### config.mk
export PLATFORM = sky130hd
export DESIGN_NAME = conv3x3_valid_stream_top
export DESIGN_NICKNAME = d
export VERILOG_FILES = /design/src/hw/rtl/cvs_pkg.sv /design/src/hw/rtl/conv3x3_valid_stream_top.sv /design/src/hw/rtl/cvs_line_mem.sv /design/src/hw/rtl/cvs_window.sv /design/src/hw/rtl/cvs_mac.sv
export SDC_FILE = /design/constraint.sdc
export NUM_CORES = 2
export LEC_CHECK = 0
export ABC_AREA = 1
export BUFFER_PORTS_ARGS = -buffer_cell sky130_fd_sc_hd__buf_2
export CAP_MARGIN = 20
export CORE_MARGIN = 3
export CORE_UTILIZATION = 25
export DETAILED_ROUTE_END_ITERATION = 16
export PLACE_DENSITY = 0.47
export SLEW_MARGIN = 20
export SYNTH_ARGS = -nofsm -noshare
export SYNTH_HDL_FRONTEND = slang
export SYNTH_SLANG_ARGS = --single-unit
### constraint.sdc
create_clock -name aclk -period 9.4 [get_ports aclk]
set_input_delay 0.94 -clock aclk [delete_from_list [all_inputs] [get_ports aclk]]
set_output_delay 0.94 -clock aclk [all_outputs]
set_load 0.05 [all_outputs]
### src/hw/rtl/cvs_pkg.sv
package cvs_pkg;

    // Field widths
    localparam int PIX_W     = 8;
    localparam int COL_W     = 7;
    localparam int ROW_W     = 12;
    localparam int COEF_W    = 8;
    localparam int KROW_W    = 3 * COEF_W;
    localparam int SUM_W     = 20;
    localparam int CFG_IDX_W = 3;
    localparam int CFG_W     = KROW_W;

    // Smallest frame dimension in use
    localparam int MIN_DIM = 3;

    // Product of an unsigned pixel and a signed coefficient
    localparam int PROD_W = PIX_W + COEF_W + 1;
    // Sum of one kernel row, then of all three rows
    localparam int RSUM_W = PROD_W + 2;
    localparam int TSUM_W = RSUM_W + 2;

    // Line memory entry: row r-2 in the low byte, row r-1 in the high byte
    localparam int ENTRY_W = 2 * PIX_W;

    // Register indexes
    typedef enum logic [CFG_IDX_W-1:0] {
        REG_IMAGE_WIDTH       = 3'd0,
        REG_IMAGE_HEIGHT      = 3'd1,
        REG_KERNEL_ROW_TOP    = 3'd2,
        REG_KERNEL_ROW_MIDDLE = 3'd3,
        REG_KERNEL_ROW_BOTTOM = 3'd4
    } cfg_reg_t;

    // 3x3 window, row-major, index row*3 + column
    typedef logic [8:0][PIX_W-1:0] window_t;

    // Three kernel rows, each with column 0 in its low byte
    typedef logic [2:0][KROW_W-1:0] kernel_t;

    typedef logic signed [PROD_W-1:0] prod_t;
    typedef logic signed [RSUM_W-1:0] rsum_t;

    // Per-pixel tag carried down the pipeline
    typedef struct packed {
        logic produce;
        logic last;
    } tag_t;

endpackage

### src/hw/rtl/conv3x3_valid_stream_top.sv
// Streaming 3x3 valid-mode convolution over 8-bit raster pixels.
// A result passes the window stage register, then the product, row-sum and output
// registers. Throughput: one pixel per cycle while the output is not stalled; the line
// memory is read at accept and written back as the pixel leaves the window stage, one entry per pixel.
// Reset clears counters, pipeline valids, window and registers to defaults;
// the line memory is not cleared and is filled by the first two rows.
module conv3x3_valid_stream_top #(
    parameter int MAX_WIDTH = 64
) (
    input  logic                            aclk,
    input  logic                            aresetn,
    // configuration write port
    input  logic                            cfg_wr_en,
    input  logic [cvs_pkg::CFG_IDX_W-1:0]   cfg_wr_index,
    input  logic [cvs_pkg::CFG_W-1:0]       cfg_wr_data,
    // pixel input
    input  logic                            s_tvalid,
    output logic                            s_tready,
    input  logic [7:0]                      s_tdata,    // [7:0] pixel
    // convolution output
    output logic                            m_tvalid,
    input  logic                            m_tready,
    output logic [23:0]                     m_tdata,    // [19:0] conv_sum, [23:20] zero
    output logic                            m_tlast     // last_of_frame
);

    localparam int ADDR_W = (MAX_WIDTH > 1) ? $clog2(MAX_WIDTH) : 1;

    // Configuration registers
    logic [cvs_pkg::COL_W-1:0]  width_reg;
    logic [cvs_pkg::ROW_W-1:0]  height_reg;
    cvs_pkg::kernel_t           kernel_reg;

    // Position counters
    logic [cvs_pkg::COL_W-1:0]  col_reg;
    logic [cvs_pkg::ROW_W-1:0]  row_reg;

    logic [cvs_pkg::COL_W-1:0]  width_use;
    logic [cvs_pkg::COL_W-1:0]  width_last;
    logic [cvs_pkg::ROW_W-1:0]  height_use;
    logic [cvs_pkg::ROW_W-1:0]  height_last;
    logic                       row_end;
    logic                       frame_end;
    logic                       accept;
    cvs_pkg::tag_t              acc_tag;
    logic [ADDR_W-1:0]          acc_addr;

    logic [cvs_pkg::ENTRY_W-1:0] rd_data;
    logic                        wr_en;
    logic [ADDR_W-1:0]           wr_addr;
    logic [cvs_pkg::ENTRY_W-1:0] wr_data;

    logic                        s1_ready;
    logic                        win_valid;
    logic                        win_last;
    cvs_pkg::window_t            win_next;
    logic                        mac_ready;
    logic [cvs_pkg::SUM_W-1:0]   m_sum;

    // Decode configuration writes
    always_ff @(posedge aclk) begin
        if (!aresetn) begin
            width_reg  <= cvs_pkg::COL_W'(5);
            height_reg <= cvs_pkg::ROW_W'(5);
            kernel_reg <= {3{24'h010101}};
        end else if (cfg_wr_en) begin
            unique case (cvs_pkg::cfg_reg_t'(cfg_wr_index))
                cvs_pkg::REG_IMAGE_WIDTH: begin
                    width_reg <= cfg_wr_data[cvs_pkg::COL_W-1:0];
                end
                cvs_pkg::REG_IMAGE_HEIGHT: begin
                    height_reg <= cfg_wr_data[cvs_pkg::ROW_W-1:0];
                end
                cvs_pkg::REG_KERNEL_ROW_TOP: begin
                    kernel_reg[0] <= cfg_wr_data;
                end
                cvs_pkg::REG_KERNEL_ROW_MIDDLE: begin
                    kernel_reg[1] <= cfg_wr_data;
                end
                cvs_pkg::REG_KERNEL_ROW_BOTTOM: begin
                    kernel_reg[2] <= cfg_wr_data;
                end
                default: begin
                end
            endcase
        end
    end

    // Clamp the frame size in use
    always_comb begin
        if (width_reg < cvs_pkg::COL_W'(cvs_pkg::MIN_DIM)) begin
            width_use = cvs_pkg::COL_W'(cvs_pkg::MIN_DIM);
        end else if (int'(width_reg) > MAX_WIDTH) begin
            width_use = cvs_pkg::COL_W'(MAX_WIDTH);
        end else begin
            width_use = width_reg;
        end
        if (height_reg < cvs_pkg::ROW_W'(cvs_pkg::MIN_DIM)) begin
            height_use = cvs_pkg::ROW_W'(cvs_pkg::MIN_DIM);
        end else begin
            height_use = height_reg;
        end
    end

    assign width_last  = width_use - 1'b1;
    assign height_last = height_use - 1'b1;
    assign row_end     = col_reg >= width_last;
    assign frame_end   = row_end && (row_reg >= height_last);

    assign accept          = s_tvalid && s_tready;
    assign s_tready        = s1_ready;
    assign acc_addr        = ADDR_W'(col_reg);
    assign acc_tag.produce = (row_reg >= cvs_pkg::ROW_W'(2)) &&
                             (col_reg >= cvs_pkg::COL_W'(2));
    assign acc_tag.last    = frame_end;

    // Advance the raster position on each accepted pixel
    always_ff @(posedge aclk) begin
        if (!aresetn) begin
            col_reg <= '0;
            row_reg <= '0;
        end else if (accept) begin
            if (row_end) begin
                col_reg <= '0;
                row_reg <= frame_end ? '0 : row_reg + 1'b1;
            end else begin
                col_reg <= col_reg + 1'b1;
            end
        end
    end

    cvs_line_mem #(
        .DEPTH  (MAX_WIDTH),
        .ADDR_W (ADDR_W)
    ) u_line_mem (
        .aclk    (aclk),
        .rd_en   (accept),
        .rd_addr (acc_addr),
        .rd_data (rd_data),
        .wr_en   (wr_en),
        .wr_addr (wr_addr),
        .wr_data (wr_data)
    );

    cvs_window #(
        .ADDR_W (ADDR_W)
    ) u_window (
        .aclk      (aclk),
        .aresetn   (aresetn),
        .acc       (accept),
        .acc_pixel (s_tdata),
        .acc_addr  (acc_addr),
        .acc_tag   (acc_tag),
        .s1_ready  (s1_ready),
        .rd_data   (rd_data),
        .wr_en     (wr_en),
        .wr_addr   (wr_addr),
        .wr_data   (wr_data),
        .ready_dn  (mac_ready),
        .win_valid (win_valid),
        .win_last  (win_last),
        .win_next  (win_next)
    );

    cvs_mac u_mac (
        .aclk     (aclk),
        .aresetn  (aresetn),
        .in_valid (win_valid),
        .in_last  (win_last),
        .window   (win_next),
        .kernel   (kernel_reg),
        .in_ready (mac_ready),
        .m_valid  (m_tvalid),
        .m_ready  (m_tready),
        .m_sum    (m_sum),
        .m_last   (m_tlast)
    );

    assign m_tdata = {4'b0, m_sum};

    // The column never leaves the line memory
    a_addr_in_range: assert property (@(posedge aclk) disable iff (!aresetn)
        accept |-> (int'(col_reg) < MAX_WIDTH))
        else $error("column outside line memory");

    // A read never meets the write-back of the same entry
    a_no_rw_collision: assert property (@(posedge aclk) disable iff (!aresetn)
        (accept && wr_en) |-> (acc_addr != wr_addr))
        else $error("line memory read and write collide");

    // The frame end returns both counters to the origin
    a_frame_wrap: assert property (@(posedge aclk) disable iff (!aresetn)
        (accept && frame_end) |=> (col_reg == '0 && row_reg == '0))
        else $error("counters not cleared at frame end");

    // The frame end is flagged only on the last pixel of a row
    a_win_tagged: assert property (@(posedge aclk) disable iff (!aresetn)
        accept |-> (acc_tag.last == 1'b0 || row_end))
        else $error("frame end flagged inside a row");

endmodule

### src/hw/rtl/cvs_line_mem.sv
module cvs_line_mem #(
    parameter int DEPTH  = 64,
    parameter int ADDR_W = 6
) (
    input  logic                        aclk,
    input  logic                        rd_en,
    input  logic [ADDR_W-1:0]           rd_addr,
    output logic [cvs_pkg::ENTRY_W-1:0] rd_data,
    input  logic                        wr_en,
    input  logic [ADDR_W-1:0]           wr_addr,
    input  logic [cvs_pkg::ENTRY_W-1:0] wr_data
);

    logic [cvs_pkg::ENTRY_W-1:0] mem [DEPTH];
    logic [cvs_pkg::ENTRY_W-1:0] rd_data_reg;

    // Write port
    always_ff @(posedge aclk) begin
        if (wr_en) begin
            mem[wr_addr] <= wr_data;
        end
    end

    // Registered read, held while no new request is read
    always_ff @(posedge aclk) begin
        if (rd_en) begin
            rd_data_reg <= mem[rd_addr];
        end
    end

    assign rd_data = rd_data_reg;

endmodule

### src/hw/rtl/cvs_window.sv
module cvs_window #(
    parameter int ADDR_W = 6
) (
    input  logic                        aclk,
    input  logic                        aresetn,
    // accepted pixel
    input  logic                        acc,
    input  logic [cvs_pkg::PIX_W-1:0]   acc_pixel,
    input  logic [ADDR_W-1:0]           acc_addr,
    input  cvs_pkg::tag_t               acc_tag,
    output logic                        s1_ready,
    // line memory
    input  logic [cvs_pkg::ENTRY_W-1:0] rd_data,
    output logic                        wr_en,
    output logic [ADDR_W-1:0]           wr_addr,
    output logic [cvs_pkg::ENTRY_W-1:0] wr_data,
    // window toward the multipliers
    input  logic                        ready_dn,
    output logic                        win_valid,
    output logic                        win_last,
    output cvs_pkg::window_t            win_next
);

    logic                      valid1_reg;
    logic [cvs_pkg::PIX_W-1:0] pix1_reg;
    logic [ADDR_W-1:0]         addr1_reg;
    cvs_pkg::tag_t             tag1_reg;
    cvs_pkg::window_t          window_reg;

    logic                      retire;
    logic [cvs_pkg::PIX_W-1:0] up_pix;
    logic [cvs_pkg::PIX_W-1:0] lo_pix;

    // A pixel with no result retires without waiting on the multipliers
    assign retire   = valid1_reg && (!tag1_reg.produce || ready_dn);
    assign s1_ready = !valid1_reg || retire;

    assign up_pix = rd_data[cvs_pkg::PIX_W-1:0];
    assign lo_pix = rd_data[cvs_pkg::ENTRY_W-1:cvs_pkg::PIX_W];

    // Shift the window left and bring in the new right column
    always_comb begin
        win_next = window_reg;
        for (int i = 0; i < 3; i++) begin
            win_next[i*3+0] = window_reg[i*3+1];
            win_next[i*3+1] = window_reg[i*3+2];
        end
        win_next[2] = up_pix;
        win_next[5] = lo_pix;
        win_next[8] = pix1_reg;
    end

    // Write back: row r-1 moves up, the new pixel becomes row r-1
    assign wr_en   = retire;
    assign wr_addr = addr1_reg;
    assign wr_data = {pix1_reg, lo_pix};

    assign win_valid = retire && tag1_reg.produce;
    assign win_last  = tag1_reg.last;

    // Stage valid and window state
    always_ff @(posedge aclk) begin
        if (!aresetn) begin
            valid1_reg <= 1'b0;
            window_reg <= '0;
        end else begin
            if (s1_ready) begin
                valid1_reg <= acc;
            end
            if (retire) begin
                window_reg <= win_next;
            end
        end
    end

    // Stage payload
    always_ff @(posedge aclk) begin
        if (acc) begin
            pix1_reg  <= acc_pixel;
            addr1_reg <= acc_addr;
            tag1_reg  <= acc_tag;
        end
    end

endmodule

### src/hw/rtl/cvs_mac.sv
module cvs_mac (
    input  logic                      aclk,
    input  logic                      aresetn,
    input  logic                      in_valid,
    input  logic                      in_last,
    input  cvs_pkg::window_t          window,
    input  cvs_pkg::kernel_t          kernel,
    output logic                      in_ready,
    output logic                      m_valid,
    input  logic                      m_ready,
    output logic [cvs_pkg::SUM_W-1:0] m_sum,
    output logic                      m_last
);

    logic                        v2_reg;
    logic                        last2_reg;
    cvs_pkg::prod_t [8:0]        prod2_reg;
    cvs_pkg::prod_t [8:0]        prod_next;

    logic                        v3_reg;
    logic                        last3_reg;
    cvs_pkg::rsum_t [2:0]        rsum3_reg;
    cvs_pkg::rsum_t [2:0]        rsum_next;

    logic                        m_valid_reg;
    logic                        m_last_reg;
    logic [cvs_pkg::SUM_W-1:0]   m_sum_reg;
    logic signed [cvs_pkg::TSUM_W-1:0] tsum_next;

    logic ready_out;
    logic ready3;
    logic ready2;

    assign ready_out = !m_valid_reg || m_ready;
    assign ready3    = !v3_reg || ready_out;
    assign ready2    = !v2_reg || ready3;
    assign in_ready  = ready2;

    // Nine pixel by coefficient products
    always_comb begin
        for (int i = 0; i < 3; i++) begin
            for (int j = 0; j < 3; j++) begin
                prod_next[i*3+j] =
                    $signed({1'b0, window[i*3+j]}) *
                    $signed(kernel[i][j*cvs_pkg::COEF_W +: cvs_pkg::COEF_W]);
            end
        end
    end

    // Sum each kernel row
    always_comb begin
        for (int i = 0; i < 3; i++) begin
            rsum_next[i] = cvs_pkg::RSUM_W'(prod2_reg[i*3+0])
                         + cvs_pkg::RSUM_W'(prod2_reg[i*3+1])
                         + cvs_pkg::RSUM_W'(prod2_reg[i*3+2]);
        end
    end

    // Sum the three rows
    assign tsum_next = cvs_pkg::TSUM_W'(rsum3_reg[0])
                     + cvs_pkg::TSUM_W'(rsum3_reg[1])
                     + cvs_pkg::TSUM_W'(rsum3_reg[2]);

    // Stage valids
    always_ff @(posedge aclk) begin
        if (!aresetn) begin
            v2_reg      <= 1'b0;
            v3_reg      <= 1'b0;
            m_valid_reg <= 1'b0;
        end else begin
            if (ready2) begin
                v2_reg <= in_valid;
            end
            if (ready3) begin
                v3_reg <= v2_reg;
            end
            if (ready_out) begin
                m_valid_reg <= v3_reg;
            end
        end
    end

    // Stage payloads, advanced only with a valid request
    always_ff @(posedge aclk) begin
        if (in_valid && ready2) begin
            prod2_reg <= prod_next;
            last2_reg <= in_last;
        end
        if (v2_reg && ready3) begin
            rsum3_reg <= rsum_next;
            last3_reg <= last2_reg;
        end
        if (v3_reg && ready_out) begin
            m_sum_reg  <= tsum_next[cvs_pkg::SUM_W-1:0];
            m_last_reg <= last3_reg;
        end
    end

    assign m_valid = m_valid_reg;
    assign m_sum   = m_sum_reg;
    assign m_last  = m_last_reg;

endmodule
==> results.md <==
- DRT iter0 DRCs: 4617
- Initial antenna violation count: 18
- Die footprint: ~340000 um^2
- Post-synthesis sequential area ratio: 0.503
- Max-slew headroom: 0.285
- Buf/Inv on CP: 4
- Worst-path cell chain: buf_4 > nand2_1 > fa_1 > inv_1 > fa_1 > inv_1 > fa_1 > fa_1 > inv_1 > ha_1 > a21oi_1 > o21ai_0 > a21boi_0 > o21ai_0 > xor2_1
- Startpoint Class: flip-flop
- Clock root cell: clkbuf_16
- Worst IR drop on VDD: 122 uV
- Min-delay worst type: in -> reg
- Synth Register Bits: around 1500
- Max-cap violations: 0
- WP data arrival: 5650 ps
- Most used cell, CP: fa_1
- Core area: 331000 um^2
- Leading post-synthesis cells by cell area: edfxtp_1, nand2_1, fa_1
- Cells on worst reg2reg path: 15
- TritonCTS Buffers: 166
- First drt pass iteration count: 6
- Critical path type: reg -> reg
- Int Power: 11.3 mW
- Max-slew violations: 0
- Delay-heaviest family, CP: adder cells
- Port bufs: 62
- Status: finished, final reports clean
- Post-Syn Area per Cell: 9.42 um^2
- Top post-synthesis cells by count: nand2_1, edfxtp_1, inv_1, nor2_1, ha_1
- Synth warnings: 0
- Setup Buffers After CTS: 0
- Hold EP: u_window.pix1_reg[6]
- Placed cell areas: 88600 um^2
- Post-synth top area share: 0.464
- Layout overhead on the synthesized area: 12.3%
- DRT Wirelength: 241 mm
- Post-route cell area: 93800 um^2
- RSZ-0062 raised after global routing: no
- Clock Latency Late Sink: between 800 and 900 ps
- Clock-pin slew on the worst setup and hold paths: 60 ps
- Final Cycle Share: 0.548
- Highest clock rate: 194 MHz
- Cell leakage power: 41.7 nW
- CP Max Fanout: 73
- Via density: 4.35
- Fill cell count: 34800
- Most frequent cell after synthesis: nand2_1
- Die extent in y: between 500 and 600 um
- Detailed placer's ending HPWL: 157 mm
- Combinational share of power: 0.118
- Slowest stage cell on the critical path: buf_4
- Yosys cell types: 39
- Total power: roughly 15 mW
- Main synth FF type: edfxtp_1
- Clock power frac: 0.407
- Starting Density: 0.252
- Max incr delay on CP: 730 ps
- Number of nets with antenna violations after routing: 0
- TritonCTS clock tree: built
- CP Launch Point: u_line_mem.rd_data[15]
- Global-route wire length before repair: 362 mm
- Post-CTS sizing: 0
- Die Width: 584 um
- Pwr Density: 165 nW/um^2
- Nets: between 9000 and 10000
- Sequential power share: 0.475
- Actual slew at the worst max-slew pin: 1070 ps
- Final hold vios: 0
- Gr usage total: 0.139
- Largest net degree at the start of global routing: 131
- Hold Path Origin: s_tdata[6]
- Cts hold-fix bufs: 0
- DRC: 0
- CTS max path bufs: 4
- Sw Pwr: 4.13 mW
- Worst reg2reg path endpoint: u_mac.prod2_reg[97]
- Synthesized area: around 83000 um^2
- Clock skew: 72.4 ps
- Overflow after GRT: 0
- R2R setup slack: roughly 4300 ps
- Worst path required time: 9900 ps
- Row count: 211
- Ports: 67
- DR vias: 58100
- GPL Wtd Cong: 0.843
- Async set-reset flop share out of synthesis: 0
- Switching part of the total power: 0.267
- Min Clock Period, post-route: roughly 5000 ps
- H-tree depth: 4
- Hold Crit Depth: 1
- Final setup vio count: 0
- Post-synth EDFFs: 1289
- Reg-to-Reg Start: u_line_mem.rd_data[15]
- Post-Route Setup TNS: 0 ps
- Share of cells above drive strength 1: 0.0553
- Critical Path Sink Type: flip-flop
- Number of global-route vias before repair: 57700
- CTS sink cnt: around 1500
- Avg WL per Cell: 18.0 um
- Leading area contributor after synthesis: edfxtp_1
- Max FFs per register: 1024
- Synth Instances: 8860
==> stage by stage <==
| stage | utilization | setup WS, ps | hold WS, ps | std cells |
|---|---|---|---|---|
| 6_report | 0.283 | 4250 | 291 | 13300 |
| 5_1_grt | 0.283 | 4000 | 241 | 13300 |
| 4_1_cts | 0.283 | 4210 | 226 | 13300 |
| 3_5_place_dp | 0.267 | 4240 | 417 | 13000 |
| 3_3_place_gp | 0.267 | 4240 | 404 | 13000 |
| 2_1_floorplan | - | 4130 | 400 | 8863 |
==> power by group through the flow <==
stage | clock (mW) | combinational (mW) | sequential [mW]
3_5_place_dp | 0 | 1.84 | 7.48
6_report | 6.30 | 1.82 | 7.34
5_1_grt | 6.75 | 2.08 | 7.35
4_1_cts | 6.49 | 1.85 | 7.34
2_1_floorplan | 0 | 1.25 | 7.42
3_3_place_gp | 0 | 1.83 | 7.48
==> worst max path at each step <==
stage | cells past startpoint | slack [ps] | end
6_report | 15 | 4250 | u_mac.prod2_reg[97]
5_1_grt | 15 | 4000 | u_mac.prod2_reg[97]
4_1_cts | 15 | 4210 | u_mac.prod2_reg[97]
3_5_place_dp | 15 | 4240 | u_mac.prod2_reg[97]
3_3_place_gp | 15 | 4240 | u_mac.prod2_reg[97]
2_1_floorplan | 8 | 4130 | u_mac.last2_reg
==> cell families (layout without fill, tap and decap cells) <==
logic type,count (synthesis),in the layout,synth area share
AO/OA/AOI/OAI,688,688,0.0433
XOR/XNOR,160,160,0.0168
adder cells (fa/ha/maj),887,887,0.170
buffers and inverters,1646,1747,0.0781
flip-flops,1451,1451,0.503
other,1,12,0.0000449
AND/OR/NAND/NOR,4027,4027,0.190
==> routing by layer <==
layer  track usage  share of wire  routed length [um]
met4        0.0389          0.028                6690
met2         0.222           0.45              109000
met3        0.0239          0.057               13800
met1         0.193           0.46              111000
met5             0        0.00011                  27
==> cell type report <==
cell class | count | area (um^2) | share of cell area
Antenna cell | 8 | 20.0 | 0.000214
Clock inverter | 93 | 736 | 0.00785
Multi-Input combinational cell | 5766 | 35000 | 0.374
Sequential cell | 1451 | 42000 | 0.448
Tap cell | 4366 | 5460 | 0.0583
Timing Repair Buffer | 191 | 1340 | 0.0143
Clock buffer | 198 | 4430 | 0.0472
Inverter | 1265 | 4770 | 0.0509
==> worst reg2reg max path: stages (launching register included) <==
cell and delay, ps:
edfxtp_1 320, buf_4 730, nand2_1 210, fa_1 570, inv_1 60, fa_1 500, inv_1 60, fa_1 490
fa_1 500, inv_1 50, ha_1 330, a21oi_1 200, o21ai_0 210, a21boi_0 330, o21ai_0 170, xor2_1 160
==> cell usage in the layout (no fill, tap or decap), types with 8 or more instances in the layout <==
cell type / instances
o21bai_1: 15
xor2_1: 104
o21ai_0: 345
o21ai_1: 65
clkinv_2: 34
clkbuf_1: 21
a21oi_1: 208
clkbuf_16: 170
fa_1: 407
ha_1: 480
nand4_1: 38
diode_2: 8
a21o_1: 11
clkinv_1: 44
nand3_1: 296
nor2_1: 742
xnor2_1: 56
dfxtp_1: 160
buf_4: 125
or2_2: 48
nand3b_1: 11
nand2_1: 2850
buf_2: 61
a21boi_0: 11
bufinv_16: 9
edfxtp_1: 1289
o21a_1: 21
inv_1: 1247
nor3_1: 18
Note: power is estimated with default switching activity, not from simulation.
